<file path="src/crc32_frame_header_checker_defines.svh">
// Assertion helpers for the checker's frame engine.
// Each macro expects clk and rst_n to be visible where it is used.
`ifndef CRC32_FRAME_HEADER_CHECKER_DEFINES_SVH
`define CRC32_FRAME_HEADER_CHECKER_DEFINES_SVH

// Same-cycle implication.
`define CRCFHC_ASSERT_NOW(lbl, ante, cons, msg) \
  lbl: assert property (@(posedge clk) disable iff (!rst_n) (ante) |-> (cons)) \
    else $error(msg);

// Implication checked in the following cycle.
`define CRCFHC_ASSERT_NEXT(lbl, ante, cons, msg) \
  lbl: assert property (@(posedge clk) disable iff (!rst_n) (ante) |=> (cons)) \
    else $error(msg);

`endif

</file>
<file path="src/crcfhc_pkg.sv">
package crcfhc_pkg;

  localparam int HEADER_BYTES = 16;
  localparam int POS_W        = $clog2(HEADER_BYTES + 1);

  localparam int CC_W   = 5;
  localparam int CAP_W  = 31;
  localparam int PROD_W = CAP_W + CC_W;
  localparam int CFG_IDX_W  = 8;
  localparam int CFG_DATA_W = 32;

  localparam logic [CC_W-1:0] MAX_CHANNELS = 5'd16;

  localparam logic [31:0] CRC_POLY = 32'hEDB88320;
  localparam logic [31:0] CRC_ONES = 32'hFFFFFFFF;
  localparam logic [7:0]  MAGIC_A  = 8'hEB;
  localparam logic [7:0]  MAGIC_B  = 8'h71;
  localparam logic [7:0]  FRAME_VERSION = 8'h01;

  localparam logic [CFG_IDX_W-1:0] REG_CHANNEL_COUNT   = 8'd0;
  localparam logic [CFG_IDX_W-1:0] REG_OUTPUT_CAPACITY = 8'd1;

  typedef enum logic [1:0] {
    ST_OK        = 2'd0,
    ST_CORRUPT   = 2'd1,
    ST_TOO_SMALL = 2'd2
  } status_t;

  typedef struct packed {
    logic       valid;
    logic [7:0] data;
    logic       last;
  } in_beat_t;

  typedef struct packed {
    logic [CC_W-1:0]  channel_count;
    logic [CAP_W-1:0] output_capacity;
  } cfg_t;

  typedef struct packed {
    logic        valid;
    status_t     status;
    logic [31:0] sequence_number;
    logic [30:0] record_count;
  } result_t;

  // Reflected CRC-32 update for one byte.
  function automatic logic [31:0] crc_byte(input logic [31:0] crc, input logic [7:0] b);
    logic [31:0] c;
    c = {24'd0, crc[7:0] ^ b};
    for (int k = 0; k < 8; k++) begin
      c = c[0] ? (CRC_POLY ^ (c >> 1)) : (c >> 1);
    end
    return c ^ (crc >> 8);
  endfunction

endpackage

</file>
<file path="src/crcfhc_frame_engine.sv">
`include "crc32_frame_header_checker_defines.svh"

module crcfhc_frame_engine (
  input  logic                 clk,
  input  logic                 rst_n,
  input  crcfhc_pkg::in_beat_t beat,
  input  crcfhc_pkg::cfg_t     cfg,
  input  logic                 out_free,
  output logic                 consume,
  output crcfhc_pkg::result_t  res
);

  logic [crcfhc_pkg::POS_W-1:0] pos_r, pos_nxt;
  logic [31:0] crc_r, crc_nxt;
  logic [31:0] exp_r, exp_nxt;
  logic [31:0] seq_r, seq_nxt;
  logic [31:0] cnt_r, cnt_nxt;
  logic        hdr_r, hdr_nxt;

  logic [31:0] crc_upd, exp_upd, seq_upd, cnt_upd;
  logic        hdr_upd;
  logic [31:0] byte_shifted;
  logic [crcfhc_pkg::PROD_W-1:0] product;
  crcfhc_pkg::status_t status;

  // A last beat waits until the output register can take its result.
  assign consume = beat.valid && (!beat.last || out_free);

  always_comb begin
    byte_shifted = {24'd0, beat.data} << {pos_r[1:0], 3'b000};

    hdr_upd = hdr_r;
    if (pos_r == 0 && beat.data != crcfhc_pkg::MAGIC_A)       hdr_upd = 1'b0;
    if (pos_r == 1 && beat.data != crcfhc_pkg::MAGIC_B)       hdr_upd = 1'b0;
    if (pos_r == 2 && beat.data != crcfhc_pkg::FRAME_VERSION) hdr_upd = 1'b0;
    if (pos_r == 3 && beat.data != 8'd0)                      hdr_upd = 1'b0;

    exp_upd = (pos_r >= 4 && pos_r < 8)   ? (exp_r | byte_shifted) : exp_r;
    seq_upd = (pos_r >= 8 && pos_r < 12)  ? (seq_r | byte_shifted) : seq_r;
    cnt_upd = (pos_r >= 12 && pos_r < 16) ? (cnt_r | byte_shifted) : cnt_r;
    crc_upd = (pos_r >= 8) ? crcfhc_pkg::crc_byte(crc_r, beat.data) : crc_r;

    product = crcfhc_pkg::PROD_W'(cnt_upd[30:0]) * crcfhc_pkg::PROD_W'(cfg.channel_count);

    priority if (cfg.channel_count == '0 || cfg.channel_count > crcfhc_pkg::MAX_CHANNELS) begin
      status = crcfhc_pkg::ST_CORRUPT;
    end else if (pos_r < crcfhc_pkg::POS_W'(crcfhc_pkg::HEADER_BYTES - 1)) begin
      status = crcfhc_pkg::ST_CORRUPT;
    end else if (!hdr_upd) begin
      status = crcfhc_pkg::ST_CORRUPT;
    end else if ((crc_upd ^ crcfhc_pkg::CRC_ONES) != exp_upd) begin
      status = crcfhc_pkg::ST_CORRUPT;
    end else if (cnt_upd[31]) begin
      status = crcfhc_pkg::ST_CORRUPT;
    end else if (product > crcfhc_pkg::PROD_W'(cfg.output_capacity)) begin
      status = crcfhc_pkg::ST_TOO_SMALL;
    end else begin
      status = crcfhc_pkg::ST_OK;
    end

    res.valid           = consume && beat.last;
    res.status          = status;
    res.sequence_number = (status == crcfhc_pkg::ST_OK) ? seq_upd : 32'd0;
    res.record_count    = (status == crcfhc_pkg::ST_OK) ? cnt_upd[30:0] : 31'd0;

    pos_nxt = pos_r;
    crc_nxt = crc_r;
    exp_nxt = exp_r;
    seq_nxt = seq_r;
    cnt_nxt = cnt_r;
    hdr_nxt = hdr_r;
    if (consume) begin
      if (beat.last) begin
        pos_nxt = '0;
        crc_nxt = crcfhc_pkg::CRC_ONES;
        exp_nxt = '0;
        seq_nxt = '0;
        cnt_nxt = '0;
        hdr_nxt = 1'b1;
      end else begin
        if (pos_r < crcfhc_pkg::POS_W'(crcfhc_pkg::HEADER_BYTES)) begin
          pos_nxt = pos_r + 1'b1;
        end
        crc_nxt = crc_upd;
        exp_nxt = exp_upd;
        seq_nxt = seq_upd;
        cnt_nxt = cnt_upd;
        hdr_nxt = hdr_upd;
      end
    end
  end

  always_ff @(posedge clk) begin
    if (!rst_n) begin
      pos_r <= '0;
      crc_r <= crcfhc_pkg::CRC_ONES;
      exp_r <= '0;
      seq_r <= '0;
      cnt_r <= '0;
      hdr_r <= 1'b1;
    end else begin
      pos_r <= pos_nxt;
      crc_r <= crc_nxt;
      exp_r <= exp_nxt;
      seq_r <= seq_nxt;
      cnt_r <= cnt_nxt;
      hdr_r <= hdr_nxt;
    end
  end

  `CRCFHC_ASSERT_NOW(a_err_zero, res.valid && res.status != crcfhc_pkg::ST_OK,
    res.sequence_number == 32'd0 && res.record_count == 31'd0,
    "error result carries nonzero sequence or count")
  `CRCFHC_ASSERT_NOW(a_pos_sat, 1'b1,
    pos_r <= crcfhc_pkg::POS_W'(crcfhc_pkg::HEADER_BYTES),
    "byte position ran past the header size")
  `CRCFHC_ASSERT_NEXT(a_frame_clear, consume && beat.last,
    pos_r == '0 && crc_r == crcfhc_pkg::CRC_ONES && hdr_r,
    "frame state not cleared after the last beat")
  `CRCFHC_ASSERT_NEXT(a_pos_step,
    consume && !beat.last && pos_r < crcfhc_pkg::POS_W'(crcfhc_pkg::HEADER_BYTES),
    pos_r == $past(pos_r) + 1'b1,
    "byte position did not advance on a header beat")

endmodule

</file>
<file path="config.mk">
export PLATFORM = sky130hd
export DESIGN_NAME = crcfhc_frame_engine
export DESIGN_NICKNAME = d
export VERILOG_FILES = /design/src/crcfhc_pkg.sv /design/src/crcfhc_frame_engine.sv
export VERILOG_INCLUDE_DIRS = /design/src /design/src/src
export SDC_FILE = /design/constraint.sdc
export NUM_CORES = 1
export LEC_CHECK = 0
export BUFFER_PORTS_ARGS = -buffer_cell sky130_fd_sc_hd__buf_2
export CORE_ASPECT_RATIO = 1.1
export CORE_MARGIN = 5
export CORE_UTILIZATION = 45
export DETAILED_ROUTE_END_ITERATION = 16
export GPL_TIMING_DRIVEN = 0
export HOLD_SLACK_MARGIN = 0.02
export PLACE_DENSITY_LB_ADDON = 0.25
export REMOVE_ABC_BUFFERS = 1
export SYNTH_ARGS = -nofsm -noshare
export SYNTH_HDL_FRONTEND = slang
export SYNTH_SLANG_ARGS = --single-unit
</file>
<file path="constraint.sdc">
create_clock -name clk -period 9.8 [get_ports clk]
set_clock_uncertainty 0.05 [all_clocks]
set_input_delay 1.47 -clock clk [delete_from_list [all_inputs] [get_ports clk]]
set_output_delay 1.47 -clock clk [all_outputs]
set_load 0.03 [all_outputs]
</file>
==> Word-level counts from Yosys, hierarchy flattened <==
Cells that the tools add are included.
{ "totals": {"latchBits": 0, "output_inout_bits": 67, "ram_bits": 0, "wordCells": 89, "regBits": 134, "in_bits": 49, "memories": 0, "rom_bits": 0} }
{ "op_classes": {"n_lt_le_gt_ge": 10, "n_bitwise": 14, "addsub": 1, "n_eq_ne": 7, "div": 0, "n_mul": 1, "reduce_logical": 18, "mux": 31, "n_shift": 1} }
{ "ops": {"columns": ["cell", "count"], "rows": [
  ["$mux 32", 17],
  ["$not 13->14", 7],
  ["$or 32x32->32", 3],
  ["$gt 36x31->1", 1],
  ["$mul 31x5->36", 1],
  ["$ne 32x32->1", 1],
  ["$not 32->32", 1],
  ["$shl 8x5->32", 1],
  ["$xor 32x24->32", 1],
  ["$mux 31", 1],
  ["$lt 5x4->1 const B", 3],
  ["$not 1->14", 1],
  ["$mux 2", 6],
  ["$eq 5x2->1 const B", 2],
  ["$ge 5x4->1 const B", 2],
  ["$logic_not 5->1", 2],
  ["$lt 5x5->1 const B", 2],
  ["$mux 5", 2],
  ["$logic_and 1x1->1", 9],
  ["$ne 8x1->1 const B", 1],
  ["$ne 8x7->1 const B", 1],
  ["$ne 8x8->1 const B", 1],
  ["$reduce_bool 8->1", 1],
  ["$xor 8x8->8", 1],
  ["other kinds (10)", 15]
]} }

==> Depth between registers and ports, before layout <==
{ "depth": {"word_depth": 27, "ltp_mapped": 34, "ltp_nobuf": 30} }

==> Worst setup path after synthesis <==
No wires, ideal clock.
{ "synth_path": {"path_type": "input to output", "startpoint": "in beat[3] (netlist name)", "endpoint": "out res[30] (netlist name)", "stages": 29, "path_buffers": 3, "t_arrival_ns": 8.595, "slack_ns": -0.315, "t_required_ns": 8.280, "path_cell_list": "buf_2 clkbuf_1 a31oi_1 nor2b_1 fa_1 fa_1 inv_1 fa_1 inv_1 ha_1 o211ai_1 a21oi_1 o211ai_1 nand4_1 nand2_1 o21ai_0 a21oi_1 o311ai_0 xor2_1 ha_1 a211o_1 a2111oi_0 o21ai_0 nor3_1 o32ai_1 a2111oi_0 nand3_1 clkbuf_1 nor3_1"} }
{ "synth_lines": {"columns": ["item", "line_no", "text"], "rows": [
  ["start, declared", "crcfhc_frame_engine.sv:6", "input crcfhc_pkg::in_beat_t beat,"],
  ["end, declared", "crcfhc_frame_engine.sv:10", "output crcfhc_pkg::result_t res"]
]} }

==> results summary <==
Of the available clock period, the critical path in the final layout requires 99.0%. The flow ran to the end, and the final reports show no timing, DRC or antenna violations. TritonCTS built the clock tree. The synthesis-stage register bit count came out at 134. The number of antenna violations at the first check in global routing came out at 0.

The count of final max-slew check failures is 0. The critical path is of the primary input to output port type. In this run the tool buffered the top-level ports with 115 buffer cells. The worst register-to-register path begins at pos_r[3]$_SDFFE_PN0P_.

At the placement stage, the worst setup path has a slack of -2.66 ns. The number of sinks driven by the clock tree came out at 134. The final hold violation count came out at 0.

The dominant synthesized flop cell is sky130_fd_sc_hd__dfxtp_1. Among cell families on the critical path, the largest total delay comes from adder cells. The power per unit of standard cell area came out at 81.8 nW/um^2. The initial core utilization is 45.7%. The total of fill cells in the finished design is 2660. The remaining antenna violation count after routing is 0.

The number of design-rule violations left by the first detailed-router iteration came out at 974. The total setup violations reported at the end of the flow came out at 0. The overall overflow remaining after global route is 0. The worst setup path is captured at an output port. In the global route stage, overall resource usage came out at 23.6%. The standard cell core area is 29600 sq um.

The count of TritonRoute iterations in the first routing pass came out at 5. The data arrival time of the critical path is 8.18 ns. The total inserted antenna cells is 0. The gate count of the mapped netlist came out at 1703. The final net count came out at 2047.

The average routed wire per standard cell is 18.6 um. The first global-routing pass estimated 64700 um of wire. Compared with the post-synthesis result, the final layout area differs by 25.6%. Detailed placement ended at an HPWL of 28800 um.

The most critical setup path has its startpoint at beat[8]. The die covers 33600 sq um. The standby leakage power is 7.41 nW. The I/O pin count came out at 116.

During synthesis, Yosys emitted a total of 0 warnings. The highest clock rate is 103 MHz. The count of cell instances traversed by the critical path is 32. On the worst path, the slowest cell contributes a delay of 0.54 ns. Entering global routing, the biggest net connects 51 pins. The insertion delay of the later-clocked pin in the worst-skew pair is 0.43 ns. The die height came out at 192 um. The depth of the CTS H-tree came out at 4.

The clock period minus worst slack came out at 9.70 ns. The CTS clock-pin slew for the worst setup and hold paths came out at 0.06 ns. The critical path ends at res[12]. The total DRC errors in the routed layout came out at 0. The post-detailed-route via-to-cell ratio came out at 5.66.

The fraction of layout cells with a size suffix above 1 is 25.1%. Of all nets on the critical path, the largest fanout is 10. Together, buffers and inverters on the worst path number 7.

In this run the tightest slew margin relative to its limit is 7.52%. After floorplanning, the core was divided into 66 placement rows. For the worst setup path, the data required time is 8.28 ns.

The slew at the pin with the worst max-slew slack came out at 1.39 ns. The number of buffers created by CTS came out at 17. The worst hold path belongs to the class register to register. The number of flops mapped to enable cells by yosys came out at 0. The register area share after synthesis came out at 19.9%. The startpoint class of the critical path is a primary input. Max-cap violations in this run came to 0. The clock tree root driver cell is sky130_fd_sc_hd__clkbuf_16. At the end of routability-driven placement, the weighted congestion stood at 0.961.

Once layout is done, the placed cells without fillers occupy 17000 sq um. The placed standard-cell area is 14300 sq um. The fraction of registers with async set or reset after synthesis is 0%.

Summing over every cut layer, the via total after detailed routing is 12600. The worst vdd rail ir drop came out at 89.4 uV. By instance count, the cell type seen most on the critical path is sky130_fd_sc_hd__fa_1. The average cell area after synthesis is 7.93 sq um.

In this run the horizontal extent of the chip is 175 um. After detailed routing, the total wire length is 41300 um. For this design, the slowest cell found on the critical path is sky130_fd_sc_hd__fa_1. Setup repair after global routing could not meet its margin everywhere. The via count of the first global-routing pass came to 12200. The number of library cell types mapped by synthesis came out at 66.

Setup slack on the critical path of the routed design comes to 0.0955 ns. The worst register-to-register path ends at exp_r[18]$_SDFFE_PN0P_. No sink is reached through more buffers than the 2 on the longest clock path. The worst-case register-to-register setup slack is 6.53 ns.

The depth of the most critical reg-to-reg path came out at 6. The synthesized netlist occupies a cell area of 13500 sq um. The final sum of negative setup slack is 0 ns.
## worst min-delay path by stage
stage	from	end	depth (start not counted)
floorplan	exp_r[24]$_SDFFE_PN0P_	exp_r[24]$_SDFFE_PN0P_	2
global placement	seq_r[8]$_SDFFE_PN0P_	seq_r[8]$_SDFFE_PN0P_	2
detailed placement	seq_r[7]$_SDFFE_PN0P_	seq_r[7]$_SDFFE_PN0P_	2
CTS	hdr_r$_SDFFE_PN1P_	hdr_r$_SDFFE_PN1P_	2
global route	hdr_r$_SDFFE_PN1P_	hdr_r$_SDFFE_PN1P_	2
finish	hdr_r$_SDFFE_PN1P_	hdr_r$_SDFFE_PN1P_	2
## per-layer routing
layer | vias up | routed length [um] | track usage, %
met2 | 390 | 20700 | 41.4
met4 | 0 | 1520 | 8.55
met1 | 6077 | 17100 | 30.3
met3 | 106 | 1940 | 2.44
met5 | - | 0 | 0
li1 | 5991 | - | -
## tightest hold or removal path, cell delays in order (launching register included)
cell and delay (ns):
sky130_fd_sc_hd__dfxtp_1 0.31, sky130_fd_sc_hd__o21ai_0 0.06, sky130_fd_sc_hd__nand2_1 0.05
## final cells by class
type / count / area [sq um] / area share [%]
Tap cell: 374 / 468 / 2.76
Sequential cell: 134 / 2690 / 15.9
Multi-Input combinational cell: 1301 / 10800 / 63.8
Clock buffer: 18 / 439 / 2.59
Timing Repair Buffer: 215 / 1780 / 10.5
Inverter: 163 / 614 / 3.62
Clock inverter: 14 / 141 / 0.834
## placed cells by master, fill, tap and decap left out, types with 34 or more instances in the layout
cell type / n
sky130_fd_sc_hd__o21ai_0: 34
sky130_fd_sc_hd__inv_1: 159
sky130_fd_sc_hd__nand2b_1: 38
sky130_fd_sc_hd__buf_2: 49
sky130_fd_sc_hd__nor2_1: 132
sky130_fd_sc_hd__xor2_1: 43
sky130_fd_sc_hd__xnor2_1: 70
sky130_fd_sc_hd__dfxtp_1: 131
sky130_fd_sc_hd__a21oi_1: 147
sky130_fd_sc_hd__nor3_1: 47
sky130_fd_sc_hd__nand2_1: 115
sky130_fd_sc_hd__buf_4: 124
sky130_fd_sc_hd__nor2b_1: 92
sky130_fd_sc_hd__ha_1: 59
sky130_fd_sc_hd__fa_1: 86
sky130_fd_sc_hd__nor3_2: 44
## cells in the mapped netlist, types with 43 or more instances
cell	instances	share of area [%]
sky130_fd_sc_hd__clkbuf_1	94	2.6
sky130_fd_sc_hd__nand2_1	120	3.3
sky130_fd_sc_hd__nor2_1	136	3.8
sky130_fd_sc_hd__nor3_2	50	3.7
sky130_fd_sc_hd__nor2b_1	110	5.1
sky130_fd_sc_hd__fa_1	87	13
sky130_fd_sc_hd__nor3_1	60	2.2
sky130_fd_sc_hd__ha_1	79	7.3
sky130_fd_sc_hd__xnor2_1	70	4.5
sky130_fd_sc_hd__a21oi_1	177	6.6
sky130_fd_sc_hd__o21ai_0	45	1.7
sky130_fd_sc_hd__xor2_1	43	2.8
sky130_fd_sc_hd__dfxtp_1	134	20
sky130_fd_sc_hd__inv_1	163	4.5
## through the flow
step | utilization, % | power, mW | hold slack (ns) | std cells
finish | 57.4 | 1.39 | 0.413 | 2219
global placement | 47.7 | 0.731 | 0.397 | 2084
global route | 57.4 | 1.43 | 0.440 | 2219
floorplan | - | 0.670 | 0.387 | 1595
detailed placement | 48.3 | 0.738 | 0.404 | 2092
CTS | 53.3 | 1.38 | 0.413 | 2167
## cells by family (layout without fill, tap and decap cells)
logic type      count (synthesis)  in the layout  synth area share [%]
compound gates                374            374                  16.8
mux                             6              6                 0.454
xor+xnor                      131            131                  10.1
buf+inv                       271            410                  7.91
flops                         134            134                  19.9
simple gates                  621            624                  24.7
fa+ha+maj                     166            166                  20.2
## flip-flops by register name (all words and copies together), names as in the netlist
signal,count
exp_r,32
crc_r,32
seq_r,32
cnt_r,32
pos_r,5
hdr_r,1
## where the power goes
part | internal, mW | switching [mW]
clock | 0.363 | 0.277
sequential | 0.545 | 0.00303
combinational | 0.0786 | 0.121
## repair_timing
action / CTS / global route
pin swaps: 20 / 79
gates cloned: 4 / 3
hold buffers: 0 / 0
setup endpoints to repair: 64 / 64
buffers inserted: 39 / 51
resized for setup: 139 / 217
Power figures use the tool's default switching activity.
